===== config.mk =====
export PLATFORM = sky130hd
export DESIGN_NAME = node_activity_table_core
export DESIGN_NICKNAME = d
export VERILOG_FILES = /design/src/rtl/core/nat_pkg.sv /design/src/rtl/core/nat_ctrl.sv /design/src/rtl/core/nat_dp.sv /design/src/rtl/core/node_activity_table_core.sv
export SDC_FILE = /design/constraint.sdc
export NUM_CORES = 2
export LEC_CHECK = 0
export BUFFER_PORTS_ARGS = -buffer_cell sky130_fd_sc_hd__buf_4
export CAP_MARGIN = 20
export CORE_ASPECT_RATIO = 1.75
export CORE_UTILIZATION = 50
export DETAILED_ROUTE_END_ITERATION = 8
export PLACE_DENSITY = 0.68
export SLEW_MARGIN = 20
export SYNTH_ARGS = -nofsm -noshare
export SYNTH_HDL_FRONTEND = slang
export SYNTH_HIERARCHICAL = 1
export SYNTH_SLANG_ARGS = --single-unit

===== constraint.sdc =====
create_clock -name clk -period 6.3 [get_ports clk]
set_input_delay 0.315 -clock clk [delete_from_list [all_inputs] [get_ports clk]]
set_output_delay 0.315 -clock clk [all_outputs]
set_load 0.05 [all_outputs]

===== src/rtl/core/nat_pkg.sv =====
// nat_pkg: shared types, constants and helpers for the node activity table
// depends on nothing; used by nat_ctrl, nat_dp and node_activity_table_core
`default_nettype none
package nat_pkg;
  localparam int DefDeviceSlots   = 16;
  localparam int DefObservedSlots = 16;
  localparam logic [15:0] PosFull   = 16'hC800;
  localparam logic [15:0] FramesMax = 16'hFFFF;
  localparam logic [7:0]  UnknownPct = 8'hFF;

  localparam logic [2:0] FnAdd      = 3'd0;
  localparam logic [2:0] FnRemove   = 3'd1;
  localparam logic [2:0] FnFrame    = 3'd2;
  localparam logic [2:0] FnPosition = 3'd3;
  localparam logic [2:0] FnError    = 3'd4;
  localparam logic [2:0] FnCommand  = 3'd5;
  localparam logic [2:0] FnSettled  = 3'd6;
  localparam logic [2:0] FnClearObs = 3'd7;

  localparam logic [1:0] StDone  = 2'd0;
  localparam logic [1:0] StNoReg = 2'd1;
  localparam logic [1:0] StFull  = 2'd2;

  // controller to datapath commands
  typedef struct packed {
    logic load;       // capture transaction
    logic scan_clr;   // restart scan index
    logic scan_dev;   // step device scan
    logic scan_obs;   // step observed scan
    logic apply;      // perform update
    logic finish;     // load result register
  } nat_cmd_t;

  // datapath to controller status
  typedef struct packed {
    logic dev_last;
    logic obs_last;
    logic out_busy;
  } nat_sts_t;

  // 100 - raw*100/0xC800 for raw <= 0xC800; raw*100/51200 == raw/512
  function automatic logic [7:0] to_percent(input logic [15:0] raw);
    logic [7:0] q;
    begin
      q = {1'b0, raw[15:9]};
      if (raw > PosFull) to_percent = UnknownPct;
      else to_percent = 8'd100 - q;
    end
  endfunction
endpackage
`default_nettype wire


===== src/rtl/core/nat_ctrl.sv =====
// nat_ctrl: sequencing state machine of the node activity table
// depends on nat_pkg
`default_nettype none
module nat_ctrl (
  input  wire logic            clk,
  input  wire logic            rst,
  input  wire logic            in_take,
  input  wire nat_pkg::nat_sts_t sts,
  output nat_pkg::nat_cmd_t    cmd,
  output logic                 idle
);
  import nat_pkg::*;

  typedef enum logic [4:0] {
    S_IDLE  = 5'b00001,
    S_DEV   = 5'b00010,
    S_OBS   = 5'b00100,
    S_APPLY = 5'b01000,
    S_OUT   = 5'b10000
  } state_t;

  state_t state, state_next;

  always_comb begin
    state_next = state;
    cmd = '0;
    idle = 1'b0;
    case (state)
      S_IDLE: begin
        idle = 1'b1;
        if (in_take) begin
          cmd.load = 1'b1;
          cmd.scan_clr = 1'b1;
          state_next = S_DEV;
        end
      end
      S_DEV: begin
        cmd.scan_dev = 1'b1;
        if (sts.dev_last) begin
          cmd.scan_clr = 1'b1;
          state_next = S_OBS;
        end
      end
      S_OBS: begin
        cmd.scan_obs = 1'b1;
        if (sts.obs_last) state_next = S_APPLY;
      end
      S_APPLY: begin
        cmd.apply = 1'b1;
        state_next = S_OUT;
      end
      S_OUT: begin
        if (!sts.out_busy) begin
          cmd.finish = 1'b1;
          state_next = S_IDLE;
        end
      end
      default: state_next = S_IDLE;
    endcase
  end

  always_ff @(posedge clk) begin
    if (rst) state <= S_IDLE;
    else state <= state_next;
  end

  a_load_only_idle: assert property (@(posedge clk) disable iff (rst)
    cmd.load |-> state == S_IDLE) else $error("load outside idle");
  a_finish_to_idle: assert property (@(posedge clk) disable iff (rst)
    cmd.finish |=> state == S_IDLE) else $error("finish did not return idle");
  a_apply_once: assert property (@(posedge clk) disable iff (rst)
    cmd.apply |=> !cmd.apply) else $error("apply repeated");
endmodule
`default_nettype wire


===== src/rtl/core/nat_dp.sv =====
// nat_dp: device and observed tables, scan units and result register
// depends on nat_pkg
`default_nettype none
module nat_dp #(
  parameter int DEVICE_SLOTS   = nat_pkg::DefDeviceSlots,
  parameter int OBSERVED_SLOTS = nat_pkg::DefObservedSlots
) (
  input  wire logic              clk,
  input  wire logic              rst,
  input  wire nat_pkg::nat_cmd_t cmd,
  output nat_pkg::nat_sts_t      sts,
  input  wire logic [2:0]        func,
  input  wire logic [23:0]       node,
  input  wire logic [31:0]       now_ms,
  input  wire logic [7:0]        command_code,
  input  wire logic signed [7:0] signal_dbm,
  input  wire logic [15:0]       raw_current,
  input  wire logic [15:0]       raw_target,
  input  wire logic [7:0]        error_code,
  input  wire logic signed [7:0] command_target,
  input  wire logic              out_stall,
  output logic                   out_valid,
  output logic [1:0]             status,
  output logic [3:0]             slot,
  output logic signed [7:0]      position_pct,
  output logic signed [7:0]      target_pct,
  output logic                   is_moving,
  output logic [3:0]             observed_row,
  output logic [15:0]            frame_count
);
  import nat_pkg::*;

  localparam int DW = (DEVICE_SLOTS > 1) ? $clog2(DEVICE_SLOTS) : 1;
  localparam int OW = (OBSERVED_SLOTS > 1) ? $clog2(OBSERVED_SLOTS) : 1;
  localparam int SW = (DW > OW) ? DW : OW;

  // device table
  logic        d_used [DEVICE_SLOTS];
  logic [23:0] d_node [DEVICE_SLOTS];
  logic [7:0]  d_pos  [DEVICE_SLOTS];
  logic [7:0]  d_tgt  [DEVICE_SLOTS];
  logic        d_mov  [DEVICE_SLOTS];
  logic [31:0] d_seen [DEVICE_SLOTS];
  logic [31:0] d_ptim [DEVICE_SLOTS];
  logic [7:0]  d_sig  [DEVICE_SLOTS];
  logic [7:0]  d_err  [DEVICE_SLOTS];
  // observed table
  logic        o_used [OBSERVED_SLOTS];
  logic [23:0] o_node [OBSERVED_SLOTS];
  logic [31:0] o_seen [OBSERVED_SLOTS];
  logic [15:0] o_frm  [OBSERVED_SLOTS];
  logic [7:0]  o_sig  [OBSERVED_SLOTS];
  logic [7:0]  o_cmd  [OBSERVED_SLOTS];

  // captured transaction
  logic [2:0]  r_func;
  logic [23:0] r_node;
  logic [31:0] r_now;
  logic [7:0]  r_cmd, r_sig, r_err, r_ctgt;
  logic [15:0] r_cur, r_tgt;

  // scan results
  logic [SW-1:0] idx;
  logic          dev_hit, dev_free;
  logic [DW-1:0] dev_i, free_i;
  logic          obs_hit, obs_free, obs_have;
  logic [OW-1:0] obs_i, vic_i;
  logic [31:0]   vic_time;

  logic [DW-1:0] di;
  logic [OW-1:0] oi;
  assign di = idx[DW-1:0];
  assign oi = idx[OW-1:0];

  assign sts.dev_last = (di == DW'(DEVICE_SLOTS - 1));
  assign sts.obs_last = (oi == OW'(OBSERVED_SLOTS - 1));
  assign sts.out_busy = out_valid && out_stall;

  always_ff @(posedge clk) begin
    if (cmd.load) begin
      r_func <= func; r_node <= node; r_now <= now_ms; r_cmd <= command_code;
      r_sig <= signal_dbm; r_cur <= raw_current; r_tgt <= raw_target;
      r_err <= error_code; r_ctgt <= command_target;
      dev_hit <= 1'b0; dev_free <= 1'b0; obs_hit <= 1'b0;
      obs_free <= 1'b0; obs_have <= 1'b0;
    end
    if (cmd.scan_clr) idx <= '0;
    else if (cmd.scan_dev || cmd.scan_obs) idx <= idx + SW'(1);
    if (cmd.scan_dev) begin
      if (!dev_hit && d_used[di] && d_node[di] == r_node) begin
        dev_hit <= 1'b1; dev_i <= di;
      end
      if (!dev_free && !d_used[di]) begin
        dev_free <= 1'b1; free_i <= di;
      end
    end
    if (cmd.scan_obs) begin
      if (!obs_hit && o_used[oi] && o_node[oi] == r_node) begin
        obs_hit <= 1'b1; obs_i <= oi;
      end
      if (!obs_free) begin
        if (!o_used[oi]) begin
          obs_free <= 1'b1; vic_i <= oi;
        end else if (!obs_have || o_seen[oi] < vic_time) begin
          obs_have <= 1'b1; vic_i <= oi; vic_time <= o_seen[oi];
        end
      end
    end
  end

  // update step
  logic [7:0] pc, pt;
  assign pc = to_percent(r_cur);
  assign pt = to_percent(r_tgt);

  logic [1:0]    res_status;
  logic          res_dev;
  logic [DW-1:0] res_slot;
  logic          res_obs;
  logic [OW-1:0] res_row;
  logic [OW-1:0] tgt_row;
  assign tgt_row = obs_hit ? obs_i : vic_i;

  always_ff @(posedge clk) begin
    if (rst) begin
      for (int i = 0; i < DEVICE_SLOTS; i++) begin
        d_used[i] <= 1'b0; d_node[i] <= '0; d_pos[i] <= UnknownPct;
        d_tgt[i] <= UnknownPct; d_mov[i] <= 1'b0; d_seen[i] <= '0;
        d_ptim[i] <= '0; d_sig[i] <= '0; d_err[i] <= '0;
      end
      for (int i = 0; i < OBSERVED_SLOTS; i++) begin
        o_used[i] <= 1'b0; o_node[i] <= '0; o_seen[i] <= '0;
        o_frm[i] <= '0; o_sig[i] <= '0; o_cmd[i] <= '0;
      end
    end else if (cmd.apply) begin
      res_status <= StDone; res_dev <= 1'b0; res_obs <= 1'b0;
      res_slot <= '0; res_row <= '0;
      if (r_func == FnClearObs) begin
        for (int i = 0; i < OBSERVED_SLOTS; i++) begin
          o_used[i] <= 1'b0; o_node[i] <= '0; o_seen[i] <= '0;
          o_frm[i] <= '0; o_sig[i] <= '0; o_cmd[i] <= '0;
        end
      end else if (r_func == FnAdd) begin
        if (dev_hit) begin
          res_dev <= 1'b1; res_slot <= dev_i;
        end else if (dev_free) begin
          res_dev <= 1'b1; res_slot <= free_i;
          d_used[free_i] <= 1'b1; d_node[free_i] <= r_node;
          d_pos[free_i] <= UnknownPct; d_tgt[free_i] <= UnknownPct;
          d_mov[free_i] <= 1'b0; d_seen[free_i] <= '0; d_ptim[free_i] <= '0;
          d_sig[free_i] <= '0; d_err[free_i] <= '0;
        end else begin
          res_status <= StFull;
        end
      end else if (!dev_hit) begin
        res_status <= StNoReg;
        if (r_func == FnFrame) begin
          res_obs <= 1'b1; res_row <= tgt_row;
          o_seen[tgt_row] <= r_now; o_sig[tgt_row] <= r_sig;
          o_cmd[tgt_row] <= r_cmd;
          if (obs_hit) begin
            if (o_frm[tgt_row] != FramesMax) o_frm[tgt_row] <= o_frm[tgt_row] + 16'd1;
          end else begin
            o_used[tgt_row] <= 1'b1; o_node[tgt_row] <= r_node;
            o_frm[tgt_row] <= 16'd1;
          end
        end
      end else begin
        res_dev <= 1'b1; res_slot <= dev_i;
        case (r_func)
          FnRemove: begin
            d_used[dev_i] <= 1'b0; d_node[dev_i] <= '0; d_pos[dev_i] <= UnknownPct;
            d_tgt[dev_i] <= UnknownPct; d_mov[dev_i] <= 1'b0; d_seen[dev_i] <= '0;
            d_ptim[dev_i] <= '0; d_sig[dev_i] <= '0; d_err[dev_i] <= '0;
          end
          FnFrame: begin
            d_seen[dev_i] <= r_now; d_sig[dev_i] <= r_sig;
          end
          FnPosition: begin
            d_pos[dev_i] <= pc; d_ptim[dev_i] <= r_now; d_seen[dev_i] <= r_now;
            d_err[dev_i] <= '0;
            if (pt != UnknownPct) d_tgt[dev_i] <= pt;
            d_mov[dev_i] <= (pc != UnknownPct) && (pt != UnknownPct) && (pc != pt);
          end
          FnError: begin
            d_err[dev_i] <= r_err; d_mov[dev_i] <= 1'b0; d_seen[dev_i] <= r_now;
          end
          FnCommand: begin
            d_err[dev_i] <= '0; d_tgt[dev_i] <= r_ctgt; d_mov[dev_i] <= !r_ctgt[7];
          end
          default: d_mov[dev_i] <= 1'b0;
        endcase
      end
    end
  end

  // result register
  always_ff @(posedge clk) begin
    if (rst) out_valid <= 1'b0;
    else if (cmd.finish) out_valid <= 1'b1;
    else if (!out_stall) out_valid <= 1'b0;
    if (cmd.finish) begin
      status       <= res_status;
      slot         <= 4'(res_slot);
      position_pct <= res_dev ? d_pos[res_slot] : UnknownPct;
      target_pct   <= res_dev ? d_tgt[res_slot] : UnknownPct;
      is_moving    <= res_dev ? d_mov[res_slot] : 1'b0;
      observed_row <= 4'(res_row);
      frame_count  <= res_obs ? o_frm[res_row] : 16'd0;
    end
  end

  a_finish_free: assert property (@(posedge clk) disable iff (rst)
    cmd.finish |-> !(out_valid && out_stall)) else $error("result overwritten");
  a_status_legal: assert property (@(posedge clk) disable iff (rst)
    out_valid |-> (status == StDone || status == StNoReg || status == StFull))
    else $error("bad status");
  a_full_no_slot: assert property (@(posedge clk) disable iff (rst)
    (out_valid && status == StFull) |-> (slot == 4'd0 && !is_moving))
    else $error("full result with device data");
endmodule
`default_nettype wire


===== src/rtl/core/node_activity_table_core.sv =====
// node_activity_table_core: top level of the node activity table
// depends on nat_pkg, nat_ctrl and nat_dp
//
// usage:
//   input channel: in_valid/in_stall carry one transaction (func, node, now_ms and
//   the frame, position, error and command fields); accepted when in_valid is high
//   and in_stall low. one result transaction (status, slot, position_pct,
//   target_pct, is_moving, observed_row, frame_count) leaves per input on
//   out_valid/out_stall.
//   timing: one transaction at a time; the path from accept to out_valid is set by
//   the serial scan of the device table and then the observed table, one entry
//   per cycle, followed by the update step and the result register load. the
//   sequencer is idle again in the cycle that out_valid rises.
//   the next input is taken while the result still waits in the output register;
//   a stalled result holds, and the following result waits until it is taken,
//   with the input stalled meanwhile.
//   reset: synchronous, active high; both tables return to empty at once,
//   positions read as unknown (-1), no result pending, input stalled.
`default_nettype none
module node_activity_table_core #(
  parameter int DEVICE_SLOTS   = nat_pkg::DefDeviceSlots,
  parameter int OBSERVED_SLOTS = nat_pkg::DefObservedSlots
) (
  input  wire logic              clk,
  input  wire logic              rst,
  input  wire logic              in_valid,
  output logic                   in_stall,
  input  wire logic [2:0]        func,
  input  wire logic [23:0]       node,
  input  wire logic [31:0]       now_ms,
  input  wire logic [7:0]        command_code,
  input  wire logic signed [7:0] signal_dbm,
  input  wire logic [15:0]       raw_current,
  input  wire logic [15:0]       raw_target,
  input  wire logic [7:0]        error_code,
  input  wire logic signed [7:0] command_target,
  output logic                   out_valid,
  input  wire logic              out_stall,
  output logic [1:0]             status,
  output logic [3:0]             slot,
  output logic signed [7:0]      position_pct,
  output logic signed [7:0]      target_pct,
  output logic                   is_moving,
  output logic [3:0]             observed_row,
  output logic [15:0]            frame_count
);
  import nat_pkg::*;

  nat_cmd_t cmd;
  nat_sts_t sts;
  logic     idle;

  // ready only when the sequencer is idle and out of reset
  assign in_stall = rst || !idle;

  nat_ctrl u_ctrl (
    .clk(clk), .rst(rst), .in_take(in_valid && !in_stall), .sts(sts), .cmd(cmd),
    .idle(idle)
  );

  nat_dp #(.DEVICE_SLOTS(DEVICE_SLOTS), .OBSERVED_SLOTS(OBSERVED_SLOTS)) u_dp (
    .clk(clk), .rst(rst), .cmd(cmd), .sts(sts),
    .func(func), .node(node), .now_ms(now_ms), .command_code(command_code),
    .signal_dbm(signal_dbm), .raw_current(raw_current), .raw_target(raw_target),
    .error_code(error_code), .command_target(command_target),
    .out_stall(out_stall), .out_valid(out_valid), .status(status), .slot(slot),
    .position_pct(position_pct), .target_pct(target_pct), .is_moving(is_moving),
    .observed_row(observed_row), .frame_count(frame_count)
  );

  a_accept_loads: assert property (@(posedge clk) disable iff (rst)
    (in_valid && !in_stall) |-> cmd.load) else $error("accept without load");
  a_busy_after_accept: assert property (@(posedge clk) disable iff (rst)
    (in_valid && !in_stall) |=> in_stall) else $error("not busy after accept");
  a_hold_result: assert property (@(posedge clk) disable iff (rst)
    (out_valid && out_stall) |=> (out_valid && $stable(status) && $stable(slot)))
    else $error("stalled result changed");
endmodule
`default_nettype wire

==> key figures <==
Run status
  – Outcome: complete, no violations

GRT
  – All-Layer GR Usage: 0.285
  – GR Overflow Total: 0
  – Met1 usage: 0.332
  – Met3 usage: 0.0418
  – First-pass GRT wire length: about 400000 um
  – Antenna violations before repair: 10
  – Met2 Resource Use GR: 0.502
  – Pin count of the biggest net entering global routing: 117
  – Vias in the first global route: 59.5k
  – Gr busiest metal: met2

Logic synthesis
  – Asr flop ratio synth: 0
  – Post-synth top area share: 0.635
  – Top post-synthesis cells by area: edfxtp_1 64%, mux4_2 13%, and2_1 4.7%, and3_1 3.0%, clkbuf_1 1.8%
  – Post-synth top flop: edfxtp_1
  – Distinct cell type count of the synthesized netlist: 97
  – Synth warn: 6
  – Syn_area_per_cell: 15.2 um2
  – Post-synth top area cell: edfxtp_1
  – Seq/Total Area, Yosys: 0.642
  – Syn Nets: around 6.5k
  – Mapped Cells: 6305
  – Register bit total from synthesis: between 2k and 2.5k
  – Synth Cell Area: 0.0958 mm2
  – Post-synth EDFFs: between 2k and 2.5k

Timing
  – Fin. Hold Viols: 0
  – Tcrit/Tclk final: 0.828
  – Slew HR: 0.159
  – Worst-margin pin slew: 1.26 ns
  – Hold_ws: roughly 0.09 ns
  – Clock Skew: approximately 0.05 ns
  – RSZ-0062 raised after global routing: false
  – Final setup TNS: 0 ns
  – Pins Over Slew Limit: 0
  – Final Setup Violations: 0
  – F_max: 192 MHz
  – Tmin final: approximately 5.2 ns

Placed design
  – Port Buffer Count: between 100 and 150
  – DP HPWL: roughly 160000 um
  – Routability cong.: a little under 0.9
  – DP Cell Count: 8505

Final layout
  – Area growth from synthesis to layout: 11.2%
  – Layout Utilization: 0.559
  – Nets: 6504
  – Final non-filler cell total: roughly 8.9k
  – Share of layout cells above drive strength 1: 0.225

Pwr
  – Max VDD drop: ~0.35 mV
  – Leak Pwr: ~0.038 uW
  – Pwr dens: between 300 and 400 mW/mm2

Floorplan
  – Core area: approximately 0.19 mm2
  – Die footprint: between 0.15 and 0.2 mm2
  – # IOs: roughly 170
  – # rows: around 210
  – Initial core utilization: 0.503
  – Die width: ~330 um
  – Die height: a little under 600 um

Clocking
  – Root Buffer: clkbuf_16
  – TritonCTS sink count: about 2.1k
  – TritonCTS clock tree: yes
  – Post-CTS sizing: 0
  – Num CTS Buffers: 194
  – Maximum clock insertion buffer count: 4
  – Worst-Skew Late Latency: around 0.85 ns
  – H-Tree Depth: 4
  – Postcts setup bufs: 0
  – Clock-pin slew on the worst setup and hold paths: around 0.060 ns

Routing
  – Detailed-route via count: about 58k
  – Initial DRC count: ~7k
  – Number of routed nets with antenna violations: 0
  – Wirelength, routed: roughly 280000 um
  – Drt first pass iters: 7
  – Vias per Instance: roughly 6.5
  – Avg WL per Cell: just over 30 um
  – Remaining DRCs: 0

Worst setup path
  – Critical path capture point type: register
  – Worst Setup Start Kind: register
  – Critical path type: reg -> reg
  – Worst-path fanout max: 35
  – Critical Path RT: 6.85 ns
  – Data arrival time of the worst path: slightly below 6 ns

Worst hold path
  – HP Class: in -> reg

Flow run
  – Max_cap viols: 0
-- per-stage QoR --
stage	worst slack, ns	cell area, um2	total power (uW)
floorplan	0.325	95800	19500
global placement	1.01	99600	21100
detailed placement	1.05	99600	21200
CTS	1.03	106000	32400
global route	0.773	106000	33100
finish	1.08	106000	32200
-- per-layer routing --
layer	up-vias	share of wire
met4	6	0.062
li1	24300	-
met1	29900	0.34
met5	-	0.00013
met2	3316	0.52
met3	880	0.079
-- layout make-up --
cell class              count  area [um2]
diodes                      7        17.5
clock buffers             258        5130
clock inverters            77         721
fillers                 14800       84000
inverters                  55         211
multi-input cells        3541       31700
flip-flops and latches   2061       61600
well taps                2461        3080
repair buffers            489        4090
-- worst max-delay path, cell delays in order (launching register included) --
cell and delay (ns):
dfxtp_4 0.68, buf_4 0.51, buf_4 0.57, buf_4 0.71, mux4_2 0.63, mux4_2 0.50
xnor2_1 0.22, nand4_1 0.10, nor4_1 0.55, and3_1 0.35
-- cell usage after synthesis, drive strengths merged (30+ instances only) --
cell type,number
and3,460
a21oi,179
clkbuf,468
dfxtp,35
and2,724
o21ai,64
or2,42
mux4,553
nor4,164
xnor2,53
nor3,263
nand2,359
o41ai,30
o21bai,32
ha,35
edfxtp,2026
buf,180
nor2,143
mux2i,94
inv,50
nand2b,39
-- registers in the layout, indices dropped and copies added (netlist names), 5 cells and up, named ones only --
| register | flops |
|---|---|
| u_dp/d_mov | 16 |
| u_dp/r_tgt | 16 |
| u_dp/d_used | 16 |
| u_dp/vic_time | 32 |
| u_dp/r_node | 24 |
| u_dp/o_frm | 256 |
| u_dp/o_seen | 512 |
| u_dp/position_pct | 8 |
| u_dp/r_cur | 16 |
| u_dp/d_pos | 128 |
| u_dp/target_pct | 8 |
| u_ctrl/state | 5 |
| u_dp/o_node | 384 |
| u_dp/d_tgt | 128 |
| u_dp/d_node | 384 |
| u_dp/r_now | 32 |
| u_dp/frame_count | 16 |
| u_dp/r_ctgt | 8 |
| u_dp/o_used | 16 |
-- cell families (layout without fill, tap and decap cells) --
logic type      count (synthesis)  count (layout)  synth area share
flops                        2061            2061             0.642
simple gates                 2302            2302             0.141
other cells                     0               7                 0
fa+ha+maj                      35              35           0.00457
compound gates                475             475            0.0323
xor+xnor                       78              78           0.00729
mux                           651             651             0.140
buf+inv                       703             879            0.0322
-- worst paths after layout --
kind | slack [ns] | cells after the start | to | startpoint
max | 1.08 | 9 | u_dp/dev_i[0] | register
min | 0.09 | 4 | u_dp/out_valid | out_stall
max reg2reg | 1.08 | 9 | u_dp/dev_i[0] | register
min reg2reg | 0.43 | 0 | u_dp/status[1] | u_dp/res_status[1]
-- where the power goes --
group | switching, uW | internal [uW] | leakage [uW]
logic | 2760 | 2140 | 0.0143
clock network | 5040 | 6200 | 0.00284
registers | 421 | 15600 | 0.0209
total | 8220 | 24000 | 0.0380
-- what timing repair did --
item                                    in CTS  in global routing
hold endpoints to repair                   111                  0
endpoints found under the setup margin       0                  0
hold buffers                               100                  0
-- placed cells by master, fill, tap and decap left out, drive strengths merged, types with 12 or more instances in the layout --
cell / instances
a211oi: 28
a21o: 25
a21oi: 179
a22oi: 23
and2: 724
and3: 460
buf: 389
bufinv: 12
clkbuf: 258
clkinv: 57
dfxtp: 35
dlygate4sd3: 100
edfxtp: 2026
ha: 35
inv: 60
mux2i: 94
mux4: 553
nand2: 359
nand2b: 39
nand3: 23
nand4: 15
nor2: 143
nor2b: 24
nor3: 263
nor4: 164
o21ai: 64
o21bai: 32
o22ai: 26
o41ai: 30
or2: 42
xnor2: 53
xor2: 25
Note: power is estimated with default switching activity, not from simulation.
